$ cat config.mk
export PLATFORM = sky130hd
export DESIGN_NAME = pctd_result_reg
export DESIGN_NICKNAME = d
export VERILOG_FILES = /design/src/rtl/pctd_pkg.sv /design/src/rtl/pctd_result_reg.sv
export SDC_FILE = /design/constraint.sdc
export NUM_CORES = 1
export LEC_CHECK = 0
export ABC_AREA = 1
export BUFFER_PORTS_ARGS = -buffer_cell sky130_fd_sc_hd__buf_4
export CORE_AREA = 3 3 40 42
export DETAILED_ROUTE_END_ITERATION = 6
export DIE_AREA = 0 0 43 45
export GPL_ROUTABILITY_DRIVEN = 0
export PLACE_DENSITY = 0.54
export SETUP_SLACK_MARGIN = 0.1
export SLEW_MARGIN = 40
export SYNTH_ARGS = -nofsm -noshare
export SYNTH_HDL_FRONTEND = slang
export SYNTH_SLANG_ARGS = --single-unit
export TNS_END_PERCENT = 50
$ cat constraint.sdc
create_clock -name clk -period 0.8 [get_ports clk]
set_clock_uncertainty 0.1 [all_clocks]
set_input_delay 0.16 -clock clk [delete_from_list [all_inputs] [get_ports clk]]
set_output_delay 0.16 -clock clk [all_outputs]
set_load 0.005 [all_outputs]
$ cat src/rtl/pctd_pkg.sv
// package for the prefix code tree decoder
// node record, op and status codes, table sizing and handshake structs
// no dependencies
package pctd_pkg;

  localparam int NODE_COUNT      = 512;
  localparam int BIT_COUNT_WIDTH = 48;

  localparam int IDX_W      = 9;
  localparam int SYM_W      = 8;
  localparam int OP_W       = 2;
  localparam int BYTE_W     = 8;
  localparam int CNT_IN_W   = 48;
  localparam int NODE_AW    = $clog2(NODE_COUNT);
  localparam int BIT_IDX_W  = $clog2(BYTE_W + 1);
  localparam int BIT_SEL_W  = $clog2(BYTE_W);

  localparam logic [OP_W-1:0] OP_LOAD  = 2'd0;
  localparam logic [OP_W-1:0] OP_START = 2'd1;
  localparam logic [OP_W-1:0] OP_DATA  = 2'd2;

  localparam logic STAT_OK        = 1'b0;
  localparam logic STAT_NO_STREAM = 1'b1;

  typedef struct packed {
    logic             leaf;
    logic [IDX_W-1:0] left;
    logic [IDX_W-1:0] right;
    logic [SYM_W-1:0] sym;
  } node_t;

  typedef struct packed {
    logic               valid;
    logic [NODE_AW-1:0] addr;
    node_t              node;
  } mem_wr_t;

  typedef struct packed {
    logic               en;
    logic [NODE_AW-1:0] addr;
  } mem_rd_t;

  typedef struct packed {
    logic             valid;
    logic [SYM_W-1:0] symbol;
    logic             last;
    logic             status;
  } push_t;

  function automatic logic in_table(input logic [IDX_W-1:0] idx);
    return 32'(idx) < NODE_COUNT;
  endfunction

  function automatic logic [NODE_AW-1:0] to_addr(input logic [IDX_W-1:0] idx);
    return NODE_AW'(idx);
  endfunction

endpackage

$ cat src/rtl/pctd_result_reg.sv
// output register for decoded results
// depends on pctd_pkg
module pctd_result_reg
  import pctd_pkg::*;
(
  input  logic             clk,
  input  logic             rst,
  input  push_t            push,
  output logic             out_free,
  output logic             out_valid,
  input  logic             out_ready,
  output logic [SYM_W-1:0] symbol,
  output logic             last,
  output logic             status
);

  assign out_free = !out_valid || out_ready;

  always_ff @(posedge clk) begin
    if (rst) begin
      out_valid <= 1'b0;
    end else if (push.valid) begin
      out_valid <= 1'b1;
    end else if (out_ready) begin
      out_valid <= 1'b0;
    end
  end

  always_ff @(posedge clk) begin
    if (push.valid) begin
      symbol <= push.symbol;
      last   <= push.last;
      status <= push.status;
    end
  end

endmodule

==> impl_metrics.env <==
export IMPL_io_pins=26
export IMPL_totalWireLength_um=656
export IMPL_fin_setup_tns_ns=-2.591
export IMPL_critPathRequiredTime_ns=0.54
export IMPL_drt_vias_per_instance=3.983
export IMPL_max_cap_violations=0
export IMPL_ff2ff_path_depth=3
export IMPL_drc=0
export IMPL_cts_htree_levels=1
export IMPL_cp_cell_sequence="buf_4"
export IMPL_die_y_um=45
export IMPL_cts_tree="built"
export IMPL_crit_path_end_kind="primary output"
export IMPL_critPathSlowestCell="edfxtp_1"
export IMPL_hold_depth=2
export IMPL_path_clk_slew_ns=0.06
export IMPL_fin_cells=60
export IMPL_ir_worst_vdd_mv=0.7384
export IMPL_synth_top_cell_by_area="edfxtp_1"
export IMPL_status="complete, but fails checks"
export IMPL_insertion_delay_ns=0.26
export IMPL_fillers=113
export IMPL_synthesis_nets=29
export IMPL_rows=13
export IMPL_yosysUniqueCellTypes=5
export IMPL_postLayoutSetupSlackWorst_ns=-0.2306
export IMPL_crit_fanout=1
export IMPL_power_density_mw_per_mm2=2016
export IMPL_dr_pass1_iters=4
export IMPL_drt_iter0_drc=1
export IMPL_finalSetupViolCount=12
export IMPL_hold_end="out_valid"
export IMPL_yosysMostFrequentCell="edfxtp_1"
export IMPL_ys_ff_latch=11
export IMPL_path_class="reg2out"
export IMPL_rsz0062_at_grt="true"
export IMPL_tightest_slew_ns=0.1381
export IMPL_finalHoldViolCount=11
export IMPL_cp_top_family="flip-flops"
export IMPL_nNetsFinal=60
export IMPL_final_layout_size_suffix_gt1_frac=0.7111
export IMPL_syn_avg_cell_area_sq_um=22.86
export IMPL_leakage_nw=0.2625
export IMPL_critPathBufInv=1
export IMPL_root_buffer="clkbuf_4"
export IMPL_worstHoldStart="rst"
export IMPL_max_stage_delay_ns=0.37
export IMPL_async_flop_share=0
export IMPL_dieArea_sq_mm=0.001935
export IMPL_reg2reg_from="out_valid"
export IMPL_grt_pass1_wl_um=1041
export IMPL_synth_area_leaders="edfxtp_1, dfxtp_1, a21oi_2, inv_1, nand2_2"
export IMPL_cts_sinks=11
export IMPL_hold_ws_ns=-0.06076
export IMPL_cts_buffer_depth=2
export IMPL_netlist_area_sq_um=342.8
export IMPL_antenna_left=0
export IMPL_multi_input_area_sq_um=15.01
export IMPL_holdCritPathClass="in2reg"
export IMPL_cts_buffers=3
export IMPL_grt_usage=0.07614
export IMPL_place_inst=55
export IMPL_synth_edf_count=10
export IMPL_period_needed_ns=1.031
export IMPL_finalCritPeriodShare=1.288
export IMPL_clock_fmax_mhz=970.3
export IMPL_ys_warn_count=0
export IMPL_violations="negative hold slack, negative setup slack"
export IMPL_cp_start_kind="flip-flop"
export IMPL_grt_overflow=0
export IMPL_initial_core_util=0.2668
export IMPL_ff_latch_area_sq_um=321.6
export IMPL_n_antenna_cell=0
export IMPL_synth_top_area_share=0.8759
export IMPL_wl_per_cell_um=10.93
export IMPL_io_buffers=25
export IMPL_slew_headroom=0.9079
export IMPL_grt_antenna_before_repair=0
export IMPL_vias=239
export IMPL_ff2ff_setup_slack_ns=0.01
export IMPL_synthFlopType="edfxtp_1"
export IMPL_ys_seq_area_frac=0.9343
export IMPL_core_sq_mm=0.001285
export IMPL_worstPathArrival_ns=0.77
export IMPL_maxSlewViolCount=0
export IMPL_grt_pass1_vias=243
export IMPL_grt_max_degree=12
export IMPL_synth_top_cells_by_count="edfxtp_1, inv_1, a21oi_2, dfxtp_1, nand2_2"
export IMPL_synthCells=15
export IMPL_reg2reg_to="out_valid"
export IMPL_die_w_um=43
export IMPL_synthToLayoutAreaGrowth_pct=72.63
## flip-flops by register name (all words and copies together), names as in the netlist
name / cells
last: 1
symbol: 8
out_valid: 1
status: 1
## layout make-up
class | count | area share
Sequential cell | 11 | 0.5433
Timing Repair Buffer | 26 | 0.3425
Clock buffer | 4 | 0.04440
Tap cell | 15 | 0.03171
Multi-Input combinational cell | 2 | 0.02537
Inverter | 2 | 0.01268
## metrics by stage
step                total power (W)  cell area, sq um  worst slack (ns)    util
finish                     0.001193             591.8           -0.2306  0.4606
global route               0.001241             591.8           -0.2712  0.4606
CTS                        0.001205             591.8           -0.2401  0.4606
detailed placement        0.0008408             549.3           0.01935  0.4275
global placement          0.0008378             549.3           0.03062  0.4275
floorplan                 0.0007150             342.8            0.1313       -
## worst max path at each step
stage | from | to | slack [ns] | cells after the start
2_1_floorplan | out_valid | out_valid | 0.13 | 2
3_3_place_gp | out_valid | out_free | 0.03 | 2
3_5_place_dp | out_valid | out_free | 0.02 | 2
4_1_cts | symbol[1] | symbol[1] | -0.24 | 1
5_1_grt | symbol[1] | symbol[1] | -0.27 | 1
6_report | symbol[4] | symbol[4] | -0.23 | 1
## timing repair
action,4_1_cts,5_1_grt
setup endpoints to repair,12,13
setup buffers,1,0
resized for setup,3,0
hold endpoints to repair,11,11
pin swaps,1,0
## kinds of logic after synthesis
logic type	count (synthesis)	synth area share
flip-flops	11	0.9343
AO/OA/AOI/OAI	1	0.02555
buffers and inverters	2	0.02191
AND/OR/NAND/NOR	1	0.01826
## where the power goes
part | internal, W | switching (W)
Combinational | 0.000100 | 0.0000439
Clock | 0.000193 | 0.000168
Sequential | 0.000676 | 0.0000122
Total | 0.000969 | 0.000224
## worst reg2reg max path, delay by kind of cell, from the launching register on
kind / cells / cell delay [ns]
flip-flops: 1 / 0.34
buffers and inverters: 1 / 0.13
AND/OR/NAND/NOR: 1 / 0.06
AO/OA/AOI/OAI: 1 / 0.10
## metal layers
metal / vias up / wire length, um / track usage
met2: 7 / 410 / 0.1467
met5: - / 0 / 0
li1: 116 / - / -
met4: 0 / 13 / 0.05422
met1: 114 / 198 / 0.06566
met3: 2 / 33 / 0.02390
## placed cells by master (no fill, tap or decap)
cell type / instances
buf_4: 24
edfxtp_1: 10
clkbuf_4: 3
inv_1: 2
buf_6: 2
nand2_2: 1
a21oi_2: 1
clkbuf_1: 1
dfxtp_2: 1
(Power assumes the default switching activity.)
