===== src/rtl/pctd_pkg.sv =====
// package for the prefix code tree decoder
// node record, op and status codes, table sizing and handshake structs
// no dependencies
package pctd_pkg;

  localparam int NODE_COUNT      = 512;
  localparam int BIT_COUNT_WIDTH = 48;

  localparam int IDX_W      = 9;
  localparam int SYM_W      = 8;
  localparam int OP_W       = 2;
  localparam int BYTE_W     = 8;
  localparam int CNT_IN_W   = 48;
  localparam int NODE_AW    = $clog2(NODE_COUNT);
  localparam int BIT_IDX_W  = $clog2(BYTE_W + 1);
  localparam int BIT_SEL_W  = $clog2(BYTE_W);

  localparam logic [OP_W-1:0] OP_LOAD  = 2'd0;
  localparam logic [OP_W-1:0] OP_START = 2'd1;
  localparam logic [OP_W-1:0] OP_DATA  = 2'd2;

  localparam logic STAT_OK        = 1'b0;
  localparam logic STAT_NO_STREAM = 1'b1;

  typedef struct packed {
    logic             leaf;
    logic [IDX_W-1:0] left;
    logic [IDX_W-1:0] right;
    logic [SYM_W-1:0] sym;
  } node_t;

  typedef struct packed {
    logic               valid;
    logic [NODE_AW-1:0] addr;
    node_t              node;
  } mem_wr_t;

  typedef struct packed {
    logic               en;
    logic [NODE_AW-1:0] addr;
  } mem_rd_t;

  typedef struct packed {
    logic             valid;
    logic [SYM_W-1:0] symbol;
    logic             last;
    logic             status;
  } push_t;

  function automatic logic in_table(input logic [IDX_W-1:0] idx);
    return 32'(idx) < NODE_COUNT;
  endfunction

  function automatic logic [NODE_AW-1:0] to_addr(input logic [IDX_W-1:0] idx);
    return NODE_AW'(idx);
  endfunction

endpackage


===== src/rtl/pctd_walk_ctrl.sv =====
// sequencer: takes ops, walks the code tree one bit per cycle through the node table
// when not stalled; keeps stream state and one pending result so last can be set
// depends on pctd_pkg
module pctd_walk_ctrl
  import pctd_pkg::*;
(
  input  logic                clk,
  input  logic                rst,
  input  logic                in_valid,
  output logic                in_ready,
  input  logic [OP_W-1:0]     op,
  input  logic [IDX_W-1:0]    node_index,
  input  logic                node_is_leaf,
  input  logic [IDX_W-1:0]    node_left,
  input  logic [IDX_W-1:0]    node_right,
  input  logic [SYM_W-1:0]    node_symbol,
  input  logic [CNT_IN_W-1:0] bit_count,
  input  logic [BYTE_W-1:0]   data_byte,
  output mem_wr_t             mem_wr,
  output mem_rd_t             mem_rd,
  input  node_t               mem_rdata,
  output push_t               push,
  input  logic                out_free
);

  typedef enum logic [2:0] {
    ST_IDLE = 3'b001,
    ST_WALK = 3'b010,
    ST_END  = 3'b100
  } state_t;

  state_t                     state, state_next;
  logic [BIT_COUNT_WIDTH-1:0] rem, rem_next;
  logic [IDX_W-1:0]           cur_idx, cur_idx_next;
  logic                       active, active_next;
  logic [IDX_W-1:0]           fetch_idx, fetch_idx_next;
  logic                       fetch_ok, fetch_ok_next;
  logic                       check_leaf, check_leaf_next;
  logic [BIT_IDX_W-1:0]       bit_idx, bit_idx_next;
  logic [BYTE_W-1:0]          data_reg, data_reg_next;
  node_t                      root, root_next;
  logic                       pend_valid, pend_valid_next;
  logic [SYM_W-1:0]           pend_sym, pend_sym_next;
  logic                       pend_status, pend_status_next;

  node_t            fetched;
  node_t            base;
  logic             emit;
  logic             blocked;
  logic             more;
  logic [IDX_W-1:0] child;
  logic             accept;
  node_t            new_node;

  assign in_ready = (state == ST_IDLE);
  assign accept   = in_valid && in_ready;
  assign new_node = '{leaf: node_is_leaf, left: node_left, right: node_right, sym: node_symbol};

  assign fetched = fetch_ok ? mem_rdata : '0;
  assign emit    = check_leaf && fetched.leaf;
  assign base    = emit ? root : fetched;
  assign blocked = emit && pend_valid && !out_free;
  assign more    = (bit_idx != BIT_IDX_W'(BYTE_W)) && (rem != '0);
  assign child   = data_reg[bit_idx[BIT_SEL_W-1:0]] ? base.right : base.left;

  always_comb begin
    state_next       = state;
    rem_next         = rem;
    cur_idx_next     = cur_idx;
    active_next      = active;
    fetch_idx_next   = fetch_idx;
    fetch_ok_next    = fetch_ok;
    check_leaf_next  = check_leaf;
    bit_idx_next     = bit_idx;
    data_reg_next    = data_reg;
    root_next        = root;
    pend_valid_next  = pend_valid;
    pend_sym_next    = pend_sym;
    pend_status_next = pend_status;
    mem_wr           = '0;
    mem_rd           = '0;
    push             = '0;

    case (state)
      ST_IDLE: begin
        if (accept) begin
          case (op)
            OP_LOAD: begin
              if (in_table(node_index)) begin
                mem_wr.valid = 1'b1;
                mem_wr.addr  = to_addr(node_index);
                mem_wr.node  = new_node;
                if (node_index == '0) begin
                  root_next = new_node;
                end
              end
            end
            OP_START: begin
              rem_next     = BIT_COUNT_WIDTH'(bit_count);
              cur_idx_next = '0;
              active_next  = 1'b1;
            end
            OP_DATA: begin
              if (!active) begin
                pend_valid_next  = 1'b1;
                pend_sym_next    = '0;
                pend_status_next = STAT_NO_STREAM;
                state_next       = ST_END;
              end else if (rem != '0) begin
                mem_rd.en       = 1'b1;
                mem_rd.addr     = to_addr(cur_idx);
                fetch_idx_next  = cur_idx;
                fetch_ok_next   = in_table(cur_idx);
                check_leaf_next = 1'b0;
                bit_idx_next    = '0;
                data_reg_next   = data_byte;
                state_next      = ST_WALK;
              end
            end
            default: begin
            end
          endcase
        end
      end
      ST_WALK: begin
        if (!blocked) begin
          if (emit) begin
            if (pend_valid) begin
              push.valid  = 1'b1;
              push.symbol = pend_sym;
              push.last   = 1'b0;
              push.status = pend_status;
            end
            pend_valid_next  = 1'b1;
            pend_sym_next    = fetched.sym;
            pend_status_next = STAT_OK;
          end
          if (more) begin
            mem_rd.en       = 1'b1;
            mem_rd.addr     = to_addr(child);
            fetch_idx_next  = child;
            fetch_ok_next   = in_table(child);
            check_leaf_next = 1'b1;
            rem_next        = rem - BIT_COUNT_WIDTH'(1);
            bit_idx_next    = bit_idx + BIT_IDX_W'(1);
          end else begin
            cur_idx_next = emit ? '0 : fetch_idx;
            state_next   = ST_END;
          end
        end
      end
      ST_END: begin
        if (!pend_valid) begin
          state_next = ST_IDLE;
        end else if (out_free) begin
          push.valid      = 1'b1;
          push.symbol     = pend_sym;
          push.last       = 1'b1;
          push.status     = pend_status;
          pend_valid_next = 1'b0;
          state_next      = ST_IDLE;
        end
      end
      default: begin
        state_next = ST_IDLE;
      end
    endcase
  end

  always_ff @(posedge clk) begin
    if (rst) begin
      state      <= ST_IDLE;
      rem        <= '0;
      cur_idx    <= '0;
      active     <= 1'b0;
      pend_valid <= 1'b0;
    end else begin
      state      <= state_next;
      rem        <= rem_next;
      cur_idx    <= cur_idx_next;
      active     <= active_next;
      pend_valid <= pend_valid_next;
    end
  end

  always_ff @(posedge clk) begin
    fetch_idx   <= fetch_idx_next;
    fetch_ok    <= fetch_ok_next;
    check_leaf  <= check_leaf_next;
    bit_idx     <= bit_idx_next;
    data_reg    <= data_reg_next;
    root        <= root_next;
    pend_sym    <= pend_sym_next;
    pend_status <= pend_status_next;
  end

endmodule


===== config.mk =====
export PLATFORM = sky130hd
export DESIGN_NAME = pctd_walk_ctrl
export DESIGN_NICKNAME = d
export VERILOG_FILES = /design/src/rtl/pctd_pkg.sv /design/src/rtl/pctd_walk_ctrl.sv
export SDC_FILE = /design/constraint.sdc
export NUM_CORES = 1
export LEC_CHECK = 0
export BUFFER_PORTS_ARGS = -buffer_cell sky130_fd_sc_hd__buf_4
export CAP_MARGIN = 10
export CORE_MARGIN = 8
export CORE_UTILIZATION = 45
export DETAILED_ROUTE_END_ITERATION = 16
export PLACE_DENSITY = 0.8
export SLEW_MARGIN = 10
export SYNTH_ARGS = -nofsm -noshare
export SYNTH_HDL_FRONTEND = slang
export SYNTH_SLANG_ARGS = --single-unit

===== constraint.sdc =====
create_clock -name clk -period 5.4 [get_ports clk]
set_clock_uncertainty 0.2 [all_clocks]
set_input_delay 0 -clock clk [delete_from_list [all_inputs] [get_ports clk]]
set_output_delay 0 -clock clk [all_outputs]
set_load 0.02 [all_outputs]

==> results of run 1 <==
[path summary, 6_finish.rpt]
kind	endpoint	slack, ps
max	rem[36]	1260
min	state[1]	20
max reg2reg	rem[36]	1260
min reg2reg	rem[43]	280
[routing by layer]
layer  up-vias  global-route usage
met5         -                   0
met4         0              0.0969
met3        48              0.0708
met2       481               0.412
met1      3428               0.305
li1       3313                   -
[report_power, final]
group	leakage (nW)	internal [mW]	total, mW	switching, mW
Clock	0.136	0.314	0.640	0.326
Combinational	2.87	0.362	0.904	0.542
Sequential	0.938	0.917	0.967	0.0500
Total	3.94	1.59	2.51	0.918
[tightest hold or removal path: stages]
cell	delay, ps
sky130_fd_sc_hd__buf_4	130
sky130_fd_sc_hd__nand3b_1	100
sky130_fd_sc_hd__inv_1	80
sky130_fd_sc_hd__nand4_1	150
sky130_fd_sc_hd__a21oi_1	80
[kinds of logic after synthesis]
| kind of cell | Yosys count | synth area share |
|---|---|---|
| AOI/OAI and AO/OA | 211 | 0.211 |
| xor gates and xnor gates | 2 | 0.00273 |
| muxes | 12 | 0.0404 |
| DFF | 111 | 0.423 |
| and+or+nand+nor | 328 | 0.277 |
| buffers and inverters | 62 | 0.0392 |
| adders and majority gates | 3 | 0.00586 |
[cell type report]
class	instances	area, sq um
tap	180	225
clock buffer	9	225
inverter	13	50.0
multi-input combinational	556	3480
sequential	111	2710
antenna	1	2.50
clock inverter	6	45.0
timing repair buffer	328	2800
fill	1042	4340
[cells in the mapped netlist, types with 6 or more instances]
master,instances
sky130_fd_sc_hd__o32ai_1,6
sky130_fd_sc_hd__edfxtp_1,49
sky130_fd_sc_hd__dfxtp_1,62
sky130_fd_sc_hd__nand3_1,18
sky130_fd_sc_hd__a31oi_1,9
sky130_fd_sc_hd__or4_1,12
sky130_fd_sc_hd__nor3_1,19
sky130_fd_sc_hd__o21ai_0,51
sky130_fd_sc_hd__mux4_2,11
sky130_fd_sc_hd__o41ai_1,6
sky130_fd_sc_hd__inv_1,12
sky130_fd_sc_hd__nand2_1,104
sky130_fd_sc_hd__buf_2,9
sky130_fd_sc_hd__nor2_1,40
sky130_fd_sc_hd__clkbuf_1,35
sky130_fd_sc_hd__or3_1,6
sky130_fd_sc_hd__o31ai_1,14
sky130_fd_sc_hd__a22o_1,11
sky130_fd_sc_hd__a21oi_1,66
sky130_fd_sc_hd__and2_1,56
sky130_fd_sc_hd__nor4_1,15
sky130_fd_sc_hd__nand4_1,17
[through the flow]
stage / area, sq um / power, mW / utilization
global route: 9540 / 2.62 / 0.687
detailed placement: 7910 / 1.76 / 0.570
floorplan: 6410 / 1.49 / -
CTS: 9540 / 2.48 / 0.687
finish: 9540 / 2.51 / 0.687
global placement: 7910 / 1.76 / 0.570
==> summary.md, run 1 <==
| Metric | Value |
|---|---|
| Initial cell density of the core | `0.462` |
| Crit. path cell count | `8` |
| Synth top area share | `0.230` |
| Synthesis-to-layout area growth | `48.9%` |
| Leftover overflow at the end of global routing | `0` |
| Number of rows created at floorplan | `43` |
| Ys Warns | `0` |
| Cell depth of the worst hold path | `5` |
| Slowest library cell on the worst path | `sky130_fd_sc_hd__o31ai_4` |
| WL final | `around 23000 um` |
| Summed instance area of the synthesized netlist | `around 6400 sq um` |
| Worst Slack Setup Final | `about 1300 ps` |
| Setup violations, final | `0` |
| Met2 wirelength from detailed routing | `about 11000 um` |
| Maximum vdd ir drop | `between 0.15 and 0.2 mV` |
| Vias in the first global route | `roughly 7100` |
| Type of the most critical hold path | `input port to flop` |
| Buffers on Ports | `roughly 180` |
| Metal-1 WL | `about 9000 um` |
| Count of boundary I/O pins | `~180` |
| Overall die height | `roughly 140 um` |
| Buf/Inv on CP | `2` |
| Actual slew at the worst max-slew pin | `1040 ps` |
| Reg-to-reg critical path startpoint | `rem[34]` |
| Synthesized area divided by synthesized cell count | `roughly 9 sq um` |
| Via density per instance | `roughly 6.0` |
| Iteration-0 DRC Markers | `between 700 and 800` |
| TritonCTS clock tree | `yes` |
| Cell Pwr Density | `between 200 and 300 nW/um^2` |
| Cell mode on critical path | `sky130_fd_sc_hd__or4_1` |
| Global-route wire length before repair | `36900 um` |
| Ordered cell list for the critical path | `or4_1 -> nand2b_4 -> or4_1 -> o31ai_4 -> buf_4 -> o21ai_0 -> a21oi_1 -> dlygate4sd3_1` |
| Final max-slew violation count | `0` |
| Vias | `around 7300` |
| Largest register FFs | `48` |
| Clock-pin slew on the worst setup and hold paths | `about 80 ps` |
| Data arrival time of the critical path | `approximately 4300 ps` |
| Leakage power summed over all cells | `between 3 and 4 nW` |
| Worst Hold Launch | `op[1]` |
| Slew HR | `0.302` |
| Critical Path Start | `rem[34]` |
| Share of post-route cells with drive strength above 1 | `0.237` |
| Cell variety after synth | `71` |
| Top Layer Used | `met4` |
| Number of antenna-violating nets in the routed design | `0` |
| WS Path Type | `flop to flop` |
| Top fanout value on the critical path | `21` |
| CTS-repair resized insts | `0` |
| Seq/Total Area, Yosys | `0.423` |
| Setup repair after global routing missed its margin | `false` |
| Top area cells in the synthesized netlist | `sky130_fd_sc_hd__edfxtp_1 23%, sky130_fd_sc_hd__dfxtp_1 19%, sky130_fd_sc_hd__nand2_1 6.1%` |
| Overall track demand over capacity in global routing | `0.251` |
| Buffers from clock root to sink, at most | `2` |
| Hold slack | `between 20 and 25 ps` |
| Number of antenna violations at the first check in global routing | `1` |
| Hold buffers post-CTS | `136` |
| Shortest period the worst path allows | `about 4100 ps` |
| Final sum of negative setup slack | `0 ps` |
| Final Non-Filler Cells | `about 1200` |
| Insertion delay to the later sink of the worst-skew pair | `roughly 370 ps` |
| Commonest non-fill, non-tap cell in the layout | `sky130_fd_sc_hd__buf_4` |
| Maximum level of the CTS H-tree | `3` |
| Number of buffers added for setup after CTS | `0` |
| Synthesis-stage register bit count | `between 100 and 150` |
| Routed wl met3 | `2490 um` |
| Largest register by flop count | `rem` |
| Total die area | `roughly 18000 sq um` |
| Cell count of the worst reg-to-reg path | `8` |
| Maximum number of pins on one net before global-route repair | `59` |
| Core footprint | `~14000 sq um` |
| Commonest non-fill, non-tap cells in the layout | `192 x sky130_fd_sc_hd__buf_4, 136 x sky130_fd_sc_hd__dlygate4sd3_1, 104 x sky130_fd_sc_hd__nand2_1` |
| Peak Freq | `between 200 and 250 MHz` |
| Delay of the slowest critical-path stage | `roughly 790 ps` |
| Detailed placer's ending HPWL | `between 10000 and 15000 um` |
| Worst setup timing slack at the placement stage | `1850 ps` |
| Die boundary width | `135 um` |
| Status | `finished, final reports clean` |
| Leading area contributor after synthesis | `sky130_fd_sc_hd__edfxtp_1` |
| Registers with the highest flip-flop counts | `rem: 48 flops, root: 18 flops` |
| Cell count after placement | `approximately 1100` |
| Number of sinks handled by clock tree synthesis | `about 110` |
| Nature of the critical path startpoint | `flop` |
| CTS Root Buffer Type | `sky130_fd_sc_hd__clkbuf_16` |
| Total nets after synthesis | `around 860` |
| Detailed-routing iteration count for the pre-antenna-repair pass | `6` |
| WL per Instance | `around 19 um` |
| Period utilization | `0.766` |
| Critical Path End Type | `flop` |
| WP data required | `approximately 5500 ps` |
| Total CTS buffers | `9` |
| Number of remaining DRC errors | `0` |
| Placer's final routability congestion estimate | `~0.9` |
| Net total in the final layout | `~1100` |
| Crit path max-delay family | `simple AND/OR/NAND/NOR gates` |
| Top_reg_cell synth | `sky130_fd_sc_hd__dfxtp_1` |
| Post-synth EDFFs | `just under 50` |
| Final hold violation count | `0` |
| Max-cap viol count | `0` |
| Number of instances in the synthesized netlist | `~730` |
| Share of synthesized flip-flops with an asynchronous set or reset | `0` |
Power figures use the tool's default switching activity.
==> inputs of run 2 (changes only) <==
--- a/config.mk
+++ b/config.mk
@@ -10,7 +10,7 @@
 export CORE_MARGIN = 8
 export CORE_UTILIZATION = 45
 export DETAILED_ROUTE_END_ITERATION = 16
-export PLACE_DENSITY = 0.8
+export PLACE_DENSITY = 0.82
 export SLEW_MARGIN = 10
 export SYNTH_ARGS = -nofsm -noshare
 export SYNTH_HDL_FRONTEND = slang
==> constraint.sdc (replaced) <==
create_clock -name clk -period 3.5 [get_ports clk]
set_clock_uncertainty 0.2 [all_clocks]
set_input_delay 0 -clock clk [delete_from_list [all_inputs] [get_ports clk]]
set_output_delay 0 -clock clk [all_outputs]
set_load 0.02 [all_outputs]
==> run 2 against run 1 <==
Against the previous run: first-iteration DRC count increased by 44%; clock power increased by 69%; critical path depth increased by 4; core utilization increased by 1.8 points; wire length increased by 7.7%; via count increased by 2.3%; critical endpoint is now rem[16]; largest cell class unchanged; highest routed layer unchanged.
==> summary.md, run 2 (same netlist as run 1, synthesis figures left out) <==
| Metric | Value |
|---|---|
| Status | `finished, final reports clean` |
| Actual slew at the worst max-slew pin | `822 ps (-214 ps)` |
| Busiest metal layer after global routing | `met2` |
| Commonest non-fill, non-tap cells in the layout | `209 x sky130_fd_sc_hd__buf_4, 133 x sky130_fd_sc_hd__dlygate4sd3_1, 103 x sky130_fd_sc_hd__nand2_1` |
| WL per Instance | `20.6 um (+6.1%)` |
| Setup violations, final | `0 (unchanged)` |
| Synthesis-to-layout area growth | `52.8%` |
| Insertion delay to the later sink of the worst-skew pair | `370 ps (about the same)` |
| Type of the most critical hold path | `input port to flop` |
| Largest register FFs | `48 (unchanged)` |
| Die boundary width | `135 um (unchanged)` |
| Iteration-0 DRC Markers | `1069 (+44%)` |
| Peak Freq | `286 MHz (+18%)` |
| Overall track demand over capacity in global routing | `0.267 (+0.0166)` |
| Final sum of negative setup slack | `0 ps (unchanged)` |
| Count of boundary I/O pins | `184 (unchanged)` |
| Buffers on Ports | `183 (unchanged)` |
| Leftover overflow at the end of global routing | `0 (unchanged)` |
| Core footprint | `13900 sq um (unchanged)` |
| Placer's final routability congestion estimate | `0.887 (-0.64%)` |
| WP data required | `3610 ps (-1900 ps)` |
| Number of remaining DRC errors | `0 (unchanged)` |
| Overall die height | `135 um (unchanged)` |
| Final hold violation count | `0 (unchanged)` |
| WL final | `25100 um (+7.7%)` |
| Vias | `7434 (+2.3%)` |
| Net total in the final layout | `1164 (+1.5%)` |
| Number of antenna-violating nets in the routed design | `0 (unchanged)` |
| Hold slack | `11.8 ps (-9.25 ps)` |
| Detailed placer's ending HPWL | `15300 um (+4.4%)` |
| Utilization of the core after routing | `0.706 (+0.0180)` |
| Period utilization | `0.997 (+0.232)` |
| Number of antenna violations at the first check in global routing | `0 (-1)` |
| Leakage power summed over all cells | `4.05 nW (+2.7%)` |
| WS Path Type | `flop to flop` |
| Total die area | `18300 sq um (unchanged)` |
| Registers with the highest flip-flop counts | `rem: 48 flops, root: 18 flops` |
| Vias in the first global route | `7406 (+4.2%)` |
| Commonest non-fill, non-tap cell in the layout | `sky130_fd_sc_hd__buf_4` |
| Met3 global-route usage | `0.0746 (+0.00371)` |
| Met2 Track Usage GR | `0.427 (+0.0149)` |
| Cell Pwr Density | `422 nW/um^2 (+60%)` |
| Buffers from clock root to sink, at most | `2 (unchanged)` |
| Area after detailed placement | `8040 sq um (+1.6%)` |
| Largest register by flop count | `rem` |
| Number of sinks handled by clock tree synthesis | `111 (unchanged)` |
| Maximum number of pins on one net before global-route repair | `59 (unchanged)` |
| Maximum level of the CTS H-tree | `3 (unchanged)` |
| TritonCTS clock tree | `yes` |
| Data arrival time of the critical path | `3600 ps (-650 ps)` |
| Final standard cell area without fillers | `9790 sq um (+2.6%)` |
| Top fanout value on the critical path | `7 (-67%)` |
| CTS Root Buffer Type | `sky130_fd_sc_hd__clkbuf_16` |
| Max-cap viol count | `0 (unchanged)` |
| Final max-slew violation count | `0 (unchanged)` |
| Detailed-routing iteration count for the pre-antenna-repair pass | `9 (+3)` |
| Nature of the critical path startpoint | `flop` |
| Number of rows created at floorplan | `43 (unchanged)` |
| Post-layout total power | `4.13 mW (+65%)` |
| Share of post-route cells with drive strength above 1 | `0.258 (+0.0218)` |
| Global-route wire length before repair | `39100 um (+6.0%)` |
| Clock-pin slew on the worst setup and hold paths | `70 ps (about the same)` |
| Initial cell density of the core | `0.462 (unchanged)` |
| Maximum vdd ir drop | `0.294 mV (+50%)` |
| Critical Path End Type | `flop` |
| Slew HR | `0.450 (+0.148)` |
| Via density per instance | `6.08 (+0.75%)` |
| Total CTS buffers | `9 (unchanged)` |
| Met1 usage in global routing | `0.321 (+0.0166)` |
| Shortest period the worst path allows | `3490 ps (-645 ps)` |
==> run 2: changes by cell type in the layout (fill, tap and decap cells not counted), sizes merged, moves of 3 or more <==
| cell | before | now |
|---|---|---|
| buf | 192 | 210 |
| clkbuf | 9 | 13 |
| clkinv | 5 | 1 |
| dlygate4sd3 | 136 | 133 |
==> run 2: where the power goes <==
| group | internal, mW | switching [mW] | total [mW] |
|---|---|---|---|
| Clock | 0.565 | 0.510 | 1.08 |
| Combinational | 0.661 | 0.900 | 1.56 |
| Sequential | 1.41 | 0.0827 | 1.50 |
| Total | 2.64 | 1.49 | 4.13 |
==> run 2: repair_timing <==
item | 4_1_cts | 5_1_grt
endpoints found under the hold margin | 120 | 0
hold buffers | 133 | 0
endpoints found under the setup margin | 0 | 26
gates resized for setup | 0 | 13
buffers inserted | 0 | 2
==> run 2: worst max-delay path, cell delays in order, from the launching register on <==
cell	delay, ps
sky130_fd_sc_hd__dfxtp_1	340
sky130_fd_sc_hd__inv_2	100
sky130_fd_sc_hd__ha_4	160
sky130_fd_sc_hd__or4b_4	520
sky130_fd_sc_hd__nor4_4	230
sky130_fd_sc_hd__nand4_2	170
sky130_fd_sc_hd__buf_4	210
sky130_fd_sc_hd__o31ai_4	270
sky130_fd_sc_hd__buf_4	200
sky130_fd_sc_hd__buf_8	140
sky130_fd_sc_hd__o21ai_0	110
sky130_fd_sc_hd__a21oi_1	190
sky130_fd_sc_hd__dlygate4sd3_1	570
==> run 2: stage by stage <==
| step | setup WS, ps | std cells |
|---|---|---|
| 3_5_place_dp | 490 | 1068 |
| 3_3_place_gp | 552 | 1068 |
| 4_1_cts | 19.4 | 1217 |
| 2_1_floorplan | 227 | 729 |
| 6_report | 9.26 | 1222 |
| 5_1_grt | -40.7 | 1221 |
==> run 2: final timing paths <==
| check | startpoint | end | slack, ps | cells past startpoint |
|---|---|---|---|---|
| setup / recovery | rem[0] | rem[16] | 9 | 12 |
| hold / removal | op[0] | rem[46] | 10 | 5 |
| setup reg to reg | rem[0] | rem[16] | 9 | 12 |
| hold reg to reg | rem[43] | rem[43] | 280 | 2 |
==> run 2: routing by layer <==
layer  wire (um)  share of wire
met2       11800           0.47
met3        2720           0.11
met4        1240          0.049
met5           0              0
met1        9340           0.37
==> run 2: layout make-up <==
class / instances / area, sq um
Antenna cell: 1 / 2.50
Clock buffer: 11 / 233
Clock inverter: 5 / 63.8
Fill cell: 993 / 4090
Inverter: 13 / 50.0
Multi-Input combinational cell: 556 / 3540
Sequential cell: 111 / 2710
Tap cell: 180 / 225
Timing Repair Buffer: 345 / 2970
==> inputs of run 3 (changes only) <==
--- a/config.mk
+++ b/config.mk
@@ -5,12 +5,13 @@
 export SDC_FILE = /design/constraint.sdc
 export NUM_CORES = 1
 export LEC_CHECK = 0
+export ABC_AREA = 1
 export BUFFER_PORTS_ARGS = -buffer_cell sky130_fd_sc_hd__buf_4
 export CAP_MARGIN = 10
 export CORE_MARGIN = 8
 export CORE_UTILIZATION = 45
 export DETAILED_ROUTE_END_ITERATION = 16
-export PLACE_DENSITY = 0.82
+export PLACE_DENSITY = 0.81
 export SLEW_MARGIN = 10
 export SYNTH_ARGS = -nofsm -noshare
 export SYNTH_HDL_FRONTEND = slang
==> run 3 against run 2 <==
Against the previous run: combinational power grew 33%; register-to-register slack gained 700 ps; die area grew 12%; synthesized area grew 13%; via count grew 9.2%; cell area grew 1.7%; critical path depth is the same; clock-buffer cell count shrank 1; critical path type is now flop to output port.
==> summary.md, run 3 <==
| Metric | Value |
|---|---|
| Summed instance area of the synthesized netlist | `7250 sq um (+13%)` |
| WL per Instance | `14.2 um (-31%)` |
| Top area cells in the synthesized netlist | `sky130_fd_sc_hd__nand2_1 20%, sky130_fd_sc_hd__edfxtp_1 20%, sky130_fd_sc_hd__dfxtp_1 17%` |
| Seq/Total Area, Yosys | `0.374 (-0.0493)` |
| Buffers from clock root to sink, at most | `2 (unchanged)` |
| Iteration-0 DRC Markers | `615 (-42%)` |
| Post-layout total power | `4.76 mW (+15%)` |
| WS Path Type | `flop to output port` |
| Peak Freq | `335 MHz (+17%)` |
| Die boundary width | `143 um (+5.6%)` |
| Cell mode on critical path | `sky130_fd_sc_hd__nand2_1` |
| Status | `finished, final reports clean` |
| Largest register by flop count | `rem` |
| Cell Pwr Density | `478 nW/um^2 (+13%)` |
| Hold buffers post-CTS | `89 (-33%)` |
| Cell variety after synth | `34 (-52%)` |
| Synthesis-to-layout area growth | `37.3%` |
| Maximum number of pins on one net before global-route repair | `52 (-12%)` |
| Vias | `8116 (+9.2%)` |
| Final max-slew violation count | `0 (unchanged)` |
| Utilization of the core after routing | `0.629 (-0.0760)` |
| Maximum level of the CTS H-tree | `3 (unchanged)` |
| Number of instances in the synthesized netlist | `1174 (+61%)` |
| Total die area | `20400 sq um (+12%)` |
| Commonest non-fill, non-tap cell in the layout | `sky130_fd_sc_hd__nand2_1` |
| Overall die height | `143 um (+5.6%)` |
| Count of boundary I/O pins | `184 (unchanged)` |
| Clock-pin slew on the worst setup and hold paths | `80 ps (about the same)` |
| Largest register FFs | `48 (unchanged)` |
| WP data required | `3300 ps (-310 ps)` |
| Number of remaining DRC errors | `0 (unchanged)` |
| WL final | `23400 um (-6.8%)` |
| Detailed placer's ending HPWL | `16400 um (+7.2%)` |
| Post-synth EDFFs | `49 (unchanged)` |
| Via density per instance | `4.93 (-19%)` |
| Slew HR | `0.367 (-0.0831)` |
| Max-cap viol count | `0 (unchanged)` |
| Overall track demand over capacity in global routing | `0.233 (-0.0347)` |
| Total nets after synthesis | `1302 (+52%)` |
| Buffers on Ports | `183 (unchanged)` |
| TritonCTS clock tree | `yes` |
| Nature of the critical path startpoint | `flop` |
| Setup violations, final | `0 (unchanged)` |
| Maximum vdd ir drop | `0.274 mV (-6.8%)` |
| Global-route wire length before repair | `38000 um (-2.6%)` |
| Data arrival time of the critical path | `2790 ps (-810 ps)` |
| Cell depth of the worst hold path | `4 (-1)` |
| Number of buffers added for setup after CTS | `0 (unchanged)` |
| Share of synthesized flip-flops with an asynchronous set or reset | `0 (unchanged)` |
| Vias in the first global route | `7969 (+7.6%)` |
| Synthesis-stage register bit count | `111 (unchanged)` |
| Ordered cell list for the critical path | `inv_1 -> ha_1 -> nand2_1 -> nor2_1 -> nand2_1 -> nor2_1 -> nand2_1 -> nand2_1 -> clkinv_1 -> nand2_1 -> o21ai_0 -> buf_4` |
| Leading area contributor after synthesis | `sky130_fd_sc_hd__nand2_1` |
| Number of antenna violations at the first check in global routing | `0 (unchanged)` |
| Most used standard cell by instance count after synthesis | `sky130_fd_sc_hd__nand2_1` |
| Slowest library cell on the worst path | `sky130_fd_sc_hd__clkinv_1` |
| Leakage power summed over all cells | `5.15 nW (+27%)` |
| Ant. Diodes | `0 (-1)` |
| Setup repair after global routing missed its margin | `false` |
| Commonest non-fill, non-tap cells in the layout | `394 x sky130_fd_sc_hd__nand2_1, 301 x sky130_fd_sc_hd__nor2_1, 190 x sky130_fd_sc_hd__buf_4` |
| Synthesized area divided by synthesized cell count | `6.18 sq um (-30%)` |
| Synth top cells by count | `394 x sky130_fd_sc_hd__nand2_1, 302 x sky130_fd_sc_hd__nor2_1, 114 x sky130_fd_sc_hd__inv_1` |
| CTS Root Buffer Type | `sky130_fd_sc_hd__clkbuf_16` |
| Final hold violation count | `0 (unchanged)` |
| Period utilization | `0.854 (-0.143)` |
| Actual slew at the worst max-slew pin | `948 ps (+125 ps)` |
| Cell count of the worst reg-to-reg path | `11 (-1)` |
| Top_reg_cell synth | `sky130_fd_sc_hd__dfxtp_1` |
| Synth top area share | `0.204 (-0.0257)` |
| Total CTS buffers | `9 (unchanged)` |
| Initial cell density of the core | `0.458 (-0.00344)` |
| Number of sinks handled by clock tree synthesis | `111 (unchanged)` |
| Insertion delay to the later sink of the worst-skew pair | `360 ps (about the same)` |
| Top fanout value on the critical path | `17 (+10)` |
| Number of antenna-violating nets in the routed design | `0 (unchanged)` |
| Number of rows created at floorplan | `46 (+7.0%)` |
| Registers with the highest flip-flop counts | `rem: 48 flops, root: 18 flops` |
| Delay of the slowest critical-path stage | `480 ps (-90 ps)` |
| Type of the most critical hold path | `input port to flop` |
| Final sum of negative setup slack | `0 ps (unchanged)` |
| Placer's final routability congestion estimate | `0.922 (+4.0%)` |
| CTS-repair resized insts | `0 (unchanged)` |
| Critical Path End Type | `output port` |
| Net total in the final layout | `1553 (+33%)` |
| Core footprint | `15800 sq um (+14%)` |
| Shortest period the worst path allows | `2990 ps (-502 ps)` |
| Share of post-route cells with drive strength above 1 | `0.170 (-0.0885)` |
| Leftover overflow at the end of global routing | `0 (unchanged)` |
| Ys Warns | `0 (unchanged)` |
| Detailed-routing iteration count for the pre-antenna-repair pass | `5 (-4)` |
-- run 3: cell count changes in the layout (fill, tap and decap cells not counted), moves of 17 or more --
cell / delta
sky130_fd_sc_hd__o21ai_0: +17
sky130_fd_sc_hd__nor2_1: +261
sky130_fd_sc_hd__a21oi_1: -58
sky130_fd_sc_hd__mux2_2: +17
sky130_fd_sc_hd__and2_1: -56
sky130_fd_sc_hd__buf_4: -19
sky130_fd_sc_hd__inv_1: +104
sky130_fd_sc_hd__nor3_1: -18
sky130_fd_sc_hd__nand3_1: +55
sky130_fd_sc_hd__nand2_1: +291
sky130_fd_sc_hd__dlygate4sd3_1: -44
-- run 3: worst max-delay path, delay by kind of cell, from the launching register on --
kind	cells	cell delay (ps)
adder cells (fa/ha/maj)	1	180
buffers and inverters	3	760
AND/OR/NAND/NOR	7	980
flip-flops	1	320
AO/OA/AOI/OAI	1	160
-- run 3: final timing paths --
check                                   start           end  slack (ps)
worst min-delay path            mem_rdata[16]  fetch_idx[8]          10
worst max register to register         rem[0]    bit_idx[0]         710
worst max-delay path                   rem[0]     mem_rd[0]         510
worst min register to register         rem[0]        rem[0]         300
-- run 3: cells by family (layout without fill, tap and decap cells) --
logic type | Yosys count | in the layout | synth area share
xor gates and xnor gates | 6 | 6 | 0.00724
adders and majority gates | 3 | 3 | 0.00517
muxes | 20 | 20 | 0.0307
AOI/OAI and AO/OA | 82 | 82 | 0.0595
and+or+nand+nor | 790 | 790 | 0.430
DFF | 111 | 111 | 0.374
buffers and inverters | 162 | 418 | 0.0930
-- run 3: per-stage QoR --
step                      hold slack [ps]  setup slack, ps  area (sq um)  std cells
after global routing                 20.8              170          9960       1646
after CTS                            1.03              417          9960       1646
final                                14.5              511          9960       1646
after floorplan                      -131             1140          7250       1174
after global placement              -21.3              792          8760       1541
after detailed placement            -20.4              709          8760       1541
-- run 3: cell type report --
| type | instances | area [sq um] |
|---|---|---|
| Clock inverter | 6 | 70.1 |
| Timing Repair Buffer | 280 | 2340 |
| Tap cell | 216 | 270 |
| Multi-Input combinational cell | 901 | 3880 |
| Fill cell | 1400 | 5860 |
| Sequential cell | 111 | 2710 |
| Clock buffer | 10 | 239 |
| Inverter | 122 | 458 |
-- run 3: where the power goes --
group          leakage (nW)  internal (mW)  total (mW)  switching (mW)
registers             0.959           1.51        1.62           0.106
clock network         0.152          0.529        1.07           0.537
logic                  4.03          0.698        2.07            1.38
total                  5.15           2.74        4.76            2.02
-- run 3: per-layer routing --
| layer | GRT usage | vias to the layer above | part of all wire |
|---|---|---|---|
| met5 | 0 | - | 0 |
| met4 | 0.0811 | 0 | 0.024 |
| met3 | 0.0701 | 43 | 0.082 |
| met2 | 0.399 | 299 | 0.48 |
| met1 | 0.269 | 3638 | 0.41 |
| li1 | - | 4136 | - |
